==> src/design/framebuffer_config_best_match_macros.svh <==
// Assertion macros shared by the framebuffer format selector.
`ifndef FRAMEBUFFER_CONFIG_BEST_MATCH_MACROS_SVH
`define FRAMEBUFFER_CONFIG_BEST_MATCH_MACROS_SVH

// Same-cycle implication, checked on every rising clock outside reset.
`define FBCM_ASSERT_NOW(label, clk, rst, ante, cons) \
   label: assert property (@(posedge clk) disable iff (rst) (ante) |-> (cons)) \
      else $error("%m: check failed");

// Next-cycle implication, checked on every rising clock outside reset.
`define FBCM_ASSERT_NEXT(label, clk, rst, ante, cons) \
   label: assert property (@(posedge clk) disable iff (rst) (ante) |=> (cons)) \
      else $error("%m: check failed");

`endif

==> src/design/fbcm_pkg.sv <==
// Types, register indexes and constants of the framebuffer format selector.
package fbcm_pkg;

   localparam int CSR_DATA_W  = 36;
   localparam int CSR_INDEX_W = 3;

   localparam logic [CSR_INDEX_W-1:0] CSR_COLOR   = 3'd0;
   localparam logic [CSR_INDEX_W-1:0] CSR_ALPHA   = 3'd1;
   localparam logic [CSR_INDEX_W-1:0] CSR_DEPTH   = 3'd2;
   localparam logic [CSR_INDEX_W-1:0] CSR_STENCIL = 3'd3;
   localparam logic [CSR_INDEX_W-1:0] CSR_ACCUM   = 3'd4;
   localparam logic [CSR_INDEX_W-1:0] CSR_AUX     = 3'd5;
   localparam logic [CSR_INDEX_W-1:0] CSR_SAMPLES = 3'd6;
   localparam logic [CSR_INDEX_W-1:0] CSR_FLAGS   = 3'd7;

   // 9-bit two's complement -1: the lane is ignored
   localparam logic [8:0]  LANE_IGNORE = 9'h1FF;
   localparam logic [17:0] COLOR_MAX   = 18'h3FFFF;
   localparam logic [19:0] EXTRA_MAX   = 20'hFFFFF;

   typedef struct packed {
      logic [2:0]  want_flags;
      logic [8:0]  want_samples;
      logic [7:0]  want_aux;
      logic [35:0] want_accum;
      logic [8:0]  want_stencil;
      logic [8:0]  want_depth;
      logic [8:0]  want_alpha;
      logic [26:0] want_color;
   } cfg_type;

   localparam cfg_type CFG_RESET = '{
      want_flags:   3'd0,
      want_samples: 9'h1FF,
      want_aux:     8'd0,
      want_accum:   36'hFFFFFFFFF,
      want_stencil: 9'h1FF,
      want_depth:   9'h1FF,
      want_alpha:   9'h1FF,
      want_color:   27'h7FFFFFF
   };

   typedef struct packed {
      logic [7:0]  cand_red;
      logic [7:0]  cand_green;
      logic [7:0]  cand_blue;
      logic [7:0]  cand_alpha;
      logic [7:0]  cand_depth;
      logic [7:0]  cand_stencil;
      logic [31:0] cand_accum;
      logic [7:0]  cand_aux;
      logic [7:0]  cand_samples;
      logic [2:0]  cand_flags;
      logic [15:0] cand_tag;
      logic        cand_last;
   } req_type;

   typedef struct packed {
      logic        found;
      logic [15:0] chosen_tag;
   } rsp_type;

   typedef struct packed {
      logic        reject;
      logic [8:0]  missing;
      logic [17:0] color;
      logic [19:0] extra;
   } score_type;

endpackage

==> src/design/fbcm_score.sv <==
// Scoring logic: rejection test and the missing, color and extra scores of one candidate.
module fbcm_score (
   input  fbcm_pkg::cfg_type   cfg,
   input  fbcm_pkg::req_type   cand,
   output fbcm_pkg::score_type score
);
   import fbcm_pkg::*;

   function automatic logic [17:0] sqd(input logic [8:0] w, input logic [7:0] c);
      logic signed [9:0]  d;
      logic signed [19:0] p;
      d = $signed({w[8], w}) - $signed({2'b00, c});
      p = d * d;
      return p[17:0];
   endfunction

   // strictly positive want
   function automatic logic wanted(input logic [8:0] w);
      return !w[8] && (w != 9'd0);
   endfunction

   logic [8:0]  col_w [3];
   logic [7:0]  col_c [3];
   logic [8:0]  ext_w [8];
   logic [7:0]  ext_c [8];
   logic [19:0] color_sum;
   logic [21:0] extra_sum;
   logic [8:0]  aux_short;

   always_comb begin
      col_w[0] = cfg.want_color[8:0];
      col_w[1] = cfg.want_color[17:9];
      col_w[2] = cfg.want_color[26:18];
      col_c[0] = cand.cand_red;
      col_c[1] = cand.cand_green;
      col_c[2] = cand.cand_blue;

      ext_w[0] = cfg.want_alpha;
      ext_w[1] = cfg.want_depth;
      ext_w[2] = cfg.want_stencil;
      ext_w[3] = cfg.want_accum[8:0];
      ext_w[4] = cfg.want_accum[17:9];
      ext_w[5] = cfg.want_accum[26:18];
      ext_w[6] = cfg.want_accum[35:27];
      ext_w[7] = cfg.want_samples;
      ext_c[0] = cand.cand_alpha;
      ext_c[1] = cand.cand_depth;
      ext_c[2] = cand.cand_stencil;
      ext_c[3] = cand.cand_accum[7:0];
      ext_c[4] = cand.cand_accum[15:8];
      ext_c[5] = cand.cand_accum[23:16];
      ext_c[6] = cand.cand_accum[31:24];
      ext_c[7] = cand.cand_samples;
   end

   always_comb begin
      color_sum = 20'd0;
      for (int k = 0; k < 3; k++) begin
         if (col_w[k] != LANE_IGNORE) color_sum = color_sum + {2'b00, sqd(col_w[k], col_c[k])};
      end
      extra_sum = 22'd0;
      for (int k = 0; k < 8; k++) begin
         if (ext_w[k] != LANE_IGNORE) extra_sum = extra_sum + {4'd0, sqd(ext_w[k], ext_c[k])};
      end
      if (cfg.want_flags[2] && !cand.cand_flags[2]) extra_sum = extra_sum + 22'd1;
   end

   assign aux_short = (cand.cand_aux < cfg.want_aux) ?
                      {1'b0, cfg.want_aux - cand.cand_aux} : 9'd0;

   always_comb begin
      score.reject  = cfg.want_flags[0] && !cand.cand_flags[0];
      score.missing = aux_short
                    + {8'd0, wanted(cfg.want_alpha)   && (cand.cand_alpha == 8'd0)}
                    + {8'd0, wanted(cfg.want_depth)   && (cand.cand_depth == 8'd0)}
                    + {8'd0, wanted(cfg.want_stencil) && (cand.cand_stencil == 8'd0)}
                    + {8'd0, wanted(cfg.want_samples) && (cand.cand_samples == 8'd0)}
                    + {8'd0, cfg.want_flags[1] != cand.cand_flags[1]};
      score.color   = (color_sum > {2'b00, COLOR_MAX}) ? COLOR_MAX : color_sum[17:0];
      score.extra   = (extra_sum > {2'b00, EXTRA_MAX}) ? EXTRA_MAX : extra_sum[19:0];
   end

endmodule

==> src/design/fbcm_select.sv <==
// Best-so-far tracker and result register of the framebuffer format selector.
module fbcm_select (
   input  logic                clock,
   input  logic                reset,
   input  logic                item_go,
   input  logic                item_last,
   input  logic [15:0]         item_tag,
   input  fbcm_pkg::score_type score,
   input  logic                rsp_stall,
   output logic                rsp_valid,
   output fbcm_pkg::rsp_type   rsp_payload,
   output logic                out_busy
);
   import fbcm_pkg::*;

   logic        have_ff, have_in;
   logic [8:0]  missing_ff, missing_in;
   logic [17:0] color_ff, color_in;
   logic [19:0] extra_ff, extra_in;
   logic [15:0] tag_ff, tag_in;
   logic        valid_ff, valid_in;
   rsp_type     rsp_ff, rsp_in;
   logic        better;

   assign better = !have_ff || (score.missing < missing_ff) ||
                   ((score.missing == missing_ff) &&
                    ((score.color < color_ff) ||
                     ((score.color == color_ff) && (score.extra < extra_ff))));

   always_comb begin
      have_in    = have_ff;
      missing_in = missing_ff;
      color_in   = color_ff;
      extra_in   = extra_ff;
      tag_in     = tag_ff;
      if (item_go && !score.reject && better) begin
         have_in    = 1'b1;
         missing_in = score.missing;
         color_in   = score.color;
         extra_in   = score.extra;
         tag_in     = item_tag;
      end
      valid_in = valid_ff && rsp_stall;
      rsp_in   = rsp_ff;
      if (item_go && item_last) begin
         valid_in          = 1'b1;
         rsp_in.found      = have_in;
         rsp_in.chosen_tag = have_in ? tag_in : 16'd0;
         // search ends: drop the kept candidate
         have_in    = 1'b0;
         missing_in = 9'd0;
         color_in   = 18'd0;
         extra_in   = 20'd0;
         tag_in     = 16'd0;
      end
   end

   always_ff @(posedge clock) begin
      if (reset) begin
         have_ff    <= 1'b0;
         missing_ff <= 9'd0;
         color_ff   <= 18'd0;
         extra_ff   <= 20'd0;
         tag_ff     <= 16'd0;
         valid_ff   <= 1'b0;
      end else begin
         have_ff    <= have_in;
         missing_ff <= missing_in;
         color_ff   <= color_in;
         extra_ff   <= extra_in;
         tag_ff     <= tag_in;
         valid_ff   <= valid_in;
      end
   end

   always_ff @(posedge clock) begin
      rsp_ff <= rsp_in;
   end

   assign rsp_valid   = valid_ff;
   assign rsp_payload = rsp_ff;
   assign out_busy    = valid_ff && rsp_stall;

endmodule

==> src/design/framebuffer_config_best_match.sv <==
// Top level of the framebuffer format selector: config registers, input register, scoring, selection.
//
// Candidate framebuffer formats stream in on req_*, one transaction per
// cycle, and are scored against the requested format in the csr_* registers
// (write them only while no search is in flight). A candidate is registered
// on acceptance; from the input register its three scores (missing buffers,
// color distance, extra distance) are formed and compared in order against
// the kept candidate, which is replaced only by a strictly better one. The
// throughput is one candidate per cycle while req_stall is low, bounded by
// that single compare and update of the kept candidate. The candidate marked
// last yields one rsp_* transaction through the input register and then the
// result register: found and the kept tag (0 if nothing qualified), and the
// search state is cleared for the next stream. Candidates that are not last
// keep flowing while a result waits on rsp_stall; a last candidate waits in
// the input register while the result register is still held by rsp_stall,
// and req_stall is high only during that wait.
module framebuffer_config_best_match (
   input  logic                                  clock,
   input  logic                                  reset,
   input  logic                                  req_valid,
   output logic                                  req_stall,
   input  fbcm_pkg::req_type                     req_payload,
   output logic                                  rsp_valid,
   input  logic                                  rsp_stall,
   output fbcm_pkg::rsp_type                     rsp_payload,
   input  logic                                  csr_write,
   input  logic [fbcm_pkg::CSR_INDEX_W-1:0]      csr_index,
   input  logic [fbcm_pkg::CSR_DATA_W-1:0]       csr_data
);
   import fbcm_pkg::*;

   `include "framebuffer_config_best_match_macros.svh"

   cfg_type   cfg_ff, cfg_in;
   req_type   s1_ff;
   logic      s1_valid_ff, s1_valid_in;
   logic      req_accept;
   logic      s1_go;
   logic      out_busy;
   score_type score;

   // config register file
   always_comb begin
      cfg_in = cfg_ff;
      if (csr_write) begin
         case (csr_index)
            CSR_COLOR:   cfg_in.want_color   = csr_data[26:0];
            CSR_ALPHA:   cfg_in.want_alpha   = csr_data[8:0];
            CSR_DEPTH:   cfg_in.want_depth   = csr_data[8:0];
            CSR_STENCIL: cfg_in.want_stencil = csr_data[8:0];
            CSR_ACCUM:   cfg_in.want_accum   = csr_data[35:0];
            CSR_AUX:     cfg_in.want_aux     = csr_data[7:0];
            CSR_SAMPLES: cfg_in.want_samples = csr_data[8:0];
            CSR_FLAGS:   cfg_in.want_flags   = csr_data[2:0];
            default:     cfg_in = cfg_ff;
         endcase
      end
   end

   always_ff @(posedge clock) begin
      if (reset) begin
         cfg_ff <= CFG_RESET;
      end else begin
         cfg_ff <= cfg_in;
      end
   end

   // input register: a last candidate holds here while the result slot is stalled
   assign s1_go       = s1_valid_ff && !(s1_ff.cand_last && out_busy);
   assign req_stall   = s1_valid_ff && !s1_go;
   assign req_accept  = req_valid && !req_stall;
   assign s1_valid_in = req_accept || (s1_valid_ff && !s1_go);

   always_ff @(posedge clock) begin
      if (reset) begin
         s1_valid_ff <= 1'b0;
      end else begin
         s1_valid_ff <= s1_valid_in;
      end
   end

   always_ff @(posedge clock) begin
      if (req_accept) begin
         s1_ff <= req_payload;
      end
   end

   fbcm_score u_score (
      .cfg   (cfg_ff),
      .cand  (s1_ff),
      .score (score)
   );

   fbcm_select u_select (
      .clock       (clock),
      .reset       (reset),
      .item_go     (s1_go),
      .item_last   (s1_ff.cand_last),
      .item_tag    (s1_ff.cand_tag),
      .score       (score),
      .rsp_stall   (rsp_stall),
      .rsp_valid   (rsp_valid),
      .rsp_payload (rsp_payload),
      .out_busy    (out_busy)
   );

   // a last candidate that goes through always produces a result next cycle
   `FBCM_ASSERT_NEXT(a_last_gives_rsp, clock, reset, s1_go && s1_ff.cand_last, rsp_valid)
   // no result tag without a found candidate
   `FBCM_ASSERT_NOW(a_tag_zero_when_none, clock, reset, rsp_valid && !rsp_payload.found,
                    rsp_payload.chosen_tag == 16'd0)
   // input stalls only for a last candidate blocked by a stalled result
   `FBCM_ASSERT_NOW(a_stall_cause, clock, reset, req_stall,
                    s1_valid_ff && s1_ff.cand_last && rsp_valid && rsp_stall)

endmodule
==> config.mk <==
export PLATFORM = sky130hd
export DESIGN_NAME = framebuffer_config_best_match
export DESIGN_NICKNAME = d
export VERILOG_FILES = /design/src/design/fbcm_pkg.sv /design/src/design/fbcm_score.sv /design/src/design/fbcm_select.sv /design/src/design/framebuffer_config_best_match.sv
export VERILOG_INCLUDE_DIRS = /design/src /design/src/design
export SDC_FILE = /design/constraint.sdc
export NUM_CORES = 2
export LEC_CHECK = 0
export BUFFER_PORTS_ARGS = -buffer_cell sky130_fd_sc_hd__buf_4
export CORE_MARGIN = 2
export CORE_UTILIZATION = 35
export CTS_BUF_LIST = sky130_fd_sc_hd__clkbuf_2 sky130_fd_sc_hd__clkbuf_4 sky130_fd_sc_hd__clkbuf_8
export CTS_CLUSTER_DIAMETER = 80
export DETAILED_ROUTE_END_ITERATION = 7
export PLACE_DENSITY = 0.59
export SYNTH_ARGS = -nofsm -noshare
export SYNTH_HDL_FRONTEND = slang
export SYNTH_SLANG_ARGS = --single-unit
==> constraint.sdc <==
create_clock -name clock -period 46.4 [get_ports clock]
set_clock_uncertainty 0.2 [all_clocks]
set_input_delay 2.32 -clock clock [delete_from_list [all_inputs] [get_ports clock]]
set_output_delay 2.32 -clock clock [all_outputs]
set_load 0.05 [all_outputs]
==> impl_metrics.json <==
{
  "outcome": "finished, final reports clean",
  "synthAdderAreaFrac_pct": 42.8,
  "antenna_left": 0,
  "arrival_ns": 23.19,
  "place_congestion": 0.954,
  "cpMaxStageDelayCell": "o41ai_4",
  "synthSimpleGateAreaFrac_pct": 13.7,
  "cts_buffers": 58,
  "crit_family": "compound AO/OA/AOI/OAI gates",
  "fin_ws_ns": 23.67,
  "drt_iter0_drc": 2414,
  "cts_max_level": 2,
  "period_share_pct": 49.0,
  "post-cts-setup-buffers": 0,
  "wl_um": 168000,
  "grt_pass1_vias": 49103,
  "synthArstFlopShare_pct": 0,
  "tightest_slew_ns": 1.26,
  "ys_seq_elements": 309,
  "die_h_um": 419,
  "synth.net_count": 8721,
  "drc": 0,
  "clkTransAtPathRegs_ns": 0.07,
  "drive_gt1_share_pct": 6.15,
  "antenna_found_initial": 4,
  "setup_viol": 0,
  "detailed_place_hpwl_um": 142000,
  "hold_viol": 0,
  "rows": 152,
  "holdBufCountCts": 0,
  "track_usage_pct": 19.4,
  "synth_top_family_by_area": "adder cells",
  "layoutNonFillerInstCount": 9480,
  "port_buffers": 178,
  "vias": 47178,
  "synth-edff-count": 133,
  "syn_inst": 6979,
  "ctsResizeCount": 0,
  "fmax_mhz": 44.0,
  "syn_avg_cell_area_um2": 8.64,
  "seqCellArea_mm2": 0.00752,
  "synth_flop_cell": "dfxtp_1",
  "wl_per_cell_um": 17.7,
  "synthXorXnorAreaFrac_pct": 7.28,
  "fin_crit_ns": 22.73,
  "vias_per_cell": 4.98,
  "dieArea_mm2": 0.176,
  "grt_pass1_wl_um": 269000,
  "fp.coreArea_mm2": 0.171,
  "yosysWarnings": 0,
  "required_ns": 46.85,
  "cts.sinks": 309,
  "synth_area_mm2": 0.0603,
  "yosysUniqueCellTypes": 100,
  "crit_buf_inv": 6,
  "cap_violations": 0,
  "syn2layout_area_growth_pct": 8.93,
  "clock_path_buffers": 3,
  "synth_compound_area_share_pct": 13.0,
  "ys_seq_area_share_pct": 12.5,
  "num-fill-cells": 17433,
  "slew_headroom_pct": 15.3,
  "critical_path_peak_fanout": 44,
  "cpMostUsedCell": "ha_1",
  "post-route-util_pct": 38.3,
  "start_util_pct": 35.2,
  "fp.dieW_um": 419,
  "grt_overflow": 0,
  "slew_viol_final": 0,
  "insertion_delay_ns": 0.80,
  "cts_tree": "yes",
  "first_pass_iters": 6,
  "worst_hold_path_type": "register to register",
  "fin_tns_setup_ns": 0,
  "muxShareOfSynthArea_pct": 0.936,
  "path_class": "register to register",
  "grt_max_degree": 72,
  "critPathMaxStageDelay_ns": 1.00,
  "cp-start-kind": "register",
  "multi_input_area_mm2": 0.0470,
  "place_ws_ns": 23.99,
  "dp_cells": 9369,
  "rsz0062_at_grt": "no",
  "worst_setup_path_end_kind": "register",
  "ctsRootBufferMaster": "clkbuf_8",
  "nNetsFinal": 8861,
  "pin_count": 179
}
## layout by cell type, fill, tap and decap left out, drive strengths merged, types with 107 or more instances in the layout
cell,n
a21o,107
a21oi,385
buf,220
dfxtp,176
edfxtp,133
fa,798
ha,784
inv,1372
nand2,590
nor2,605
nor2b,108
nor3,141
o21ai,188
o21bai,114
xnor2,358
xor2,138
## sequential cells by signal (all words and copies together) (netlist names)
signal	flops
s1_ff	116
cfg_ff	110
u_select.extra_ff	20
u_select.color_ff	18
u_select.rsp_payload	17
u_select.tag_ff	16
u_select.missing_ff	9
s1_valid_ff	1
u_select.have_ff	1
u_select.rsp_valid	1
## routing by layer
layer | share of wire [%] | GRT usage, % | vias up | wire length (um)
met4 | 3.3 | 5.83 | 0 | 5480
met2 | 50 | 34.4 | 844 | 83300
li1 | - | - | 22933 | -
met5 | 0 | 0 | - | 0
met3 | 3.5 | 1.88 | 218 | 5950
met1 | 44 | 24.7 | 23183 | 73000
## tightest hold or removal path, cell delays in order, from the launching register on
cell,delay [ns]
dfxtp_1,0.31
nand3_1,0.06
a21oi_1,0.05
## worst paths after layout
path | startpoint | to | slack, ns | cells past startpoint
min reg2reg | u_select.missing_ff[1] | u_select.missing_ff[1] | 0.27 | 2
max | s1_ff[86] | u_select.rsp_payload[15] | 23.67 | 92
max reg2reg | s1_ff[86] | u_select.rsp_payload[15] | 23.67 | 92
min | u_select.missing_ff[1] | u_select.missing_ff[1] | 0.27 | 2
## kinds of logic after synthesis
family | count (synthesis)
XOR/XNOR | 496
buffers and inverters | 1550
AO/OA/AOI/OAI | 1172
AND/OR/NAND/NOR | 1820
adder cells (fa/ha/maj) | 1582
flip-flops | 309
multiplexers | 50
## synthesized netlist by cell type, types with 82 or more instances
| library cell | n | area [um2] |
|---|---|---|
| o21ai_0 | 164 | 821 |
| nor2b_1 | 108 | 676 |
| nor2_1 | 605 | 2270 |
| a21oi_1 | 385 | 1930 |
| ha_1 | 784 | 9810 |
| clkbuf_1 | 110 | 413 |
| xor2_1 | 137 | 1200 |
| xnor2_1 | 356 | 3120 |
| fa_1 | 798 | 16000 |
| a21o_1 | 107 | 803 |
| nand3_1 | 82 | 410 |
| inv_1 | 1369 | 5140 |
| o21bai_1 | 114 | 856 |
| nor3_1 | 137 | 686 |
| edfxtp_1 | 133 | 3990 |
| dfxtp_1 | 176 | 3520 |
| nand2_1 | 589 | 2210 |
## area by class of cell
type	instances	area share, %
repair buffers	220	2.51
inverters	1410	8.06
multi-input cells	5120	71.5
well taps	2310	4.40
clock inverters	27	0.507
flip-flops and latches	309	11.4
diodes	3	0.0114
clock buffers	81	1.55
## through the flow
step	instance area, um2	hold slack, ns
4_1_cts	65700	0.265
2_1_floorplan	60300	0.236
3_5_place_dp	64300	0.255
3_3_place_gp	64300	0.245
5_1_grt	65700	0.283
6_report	65700	0.265
Power is left out: the tool's default activity adds up to more than one toggle a clock period on the data nets, which glitch-free logic cannot reach.
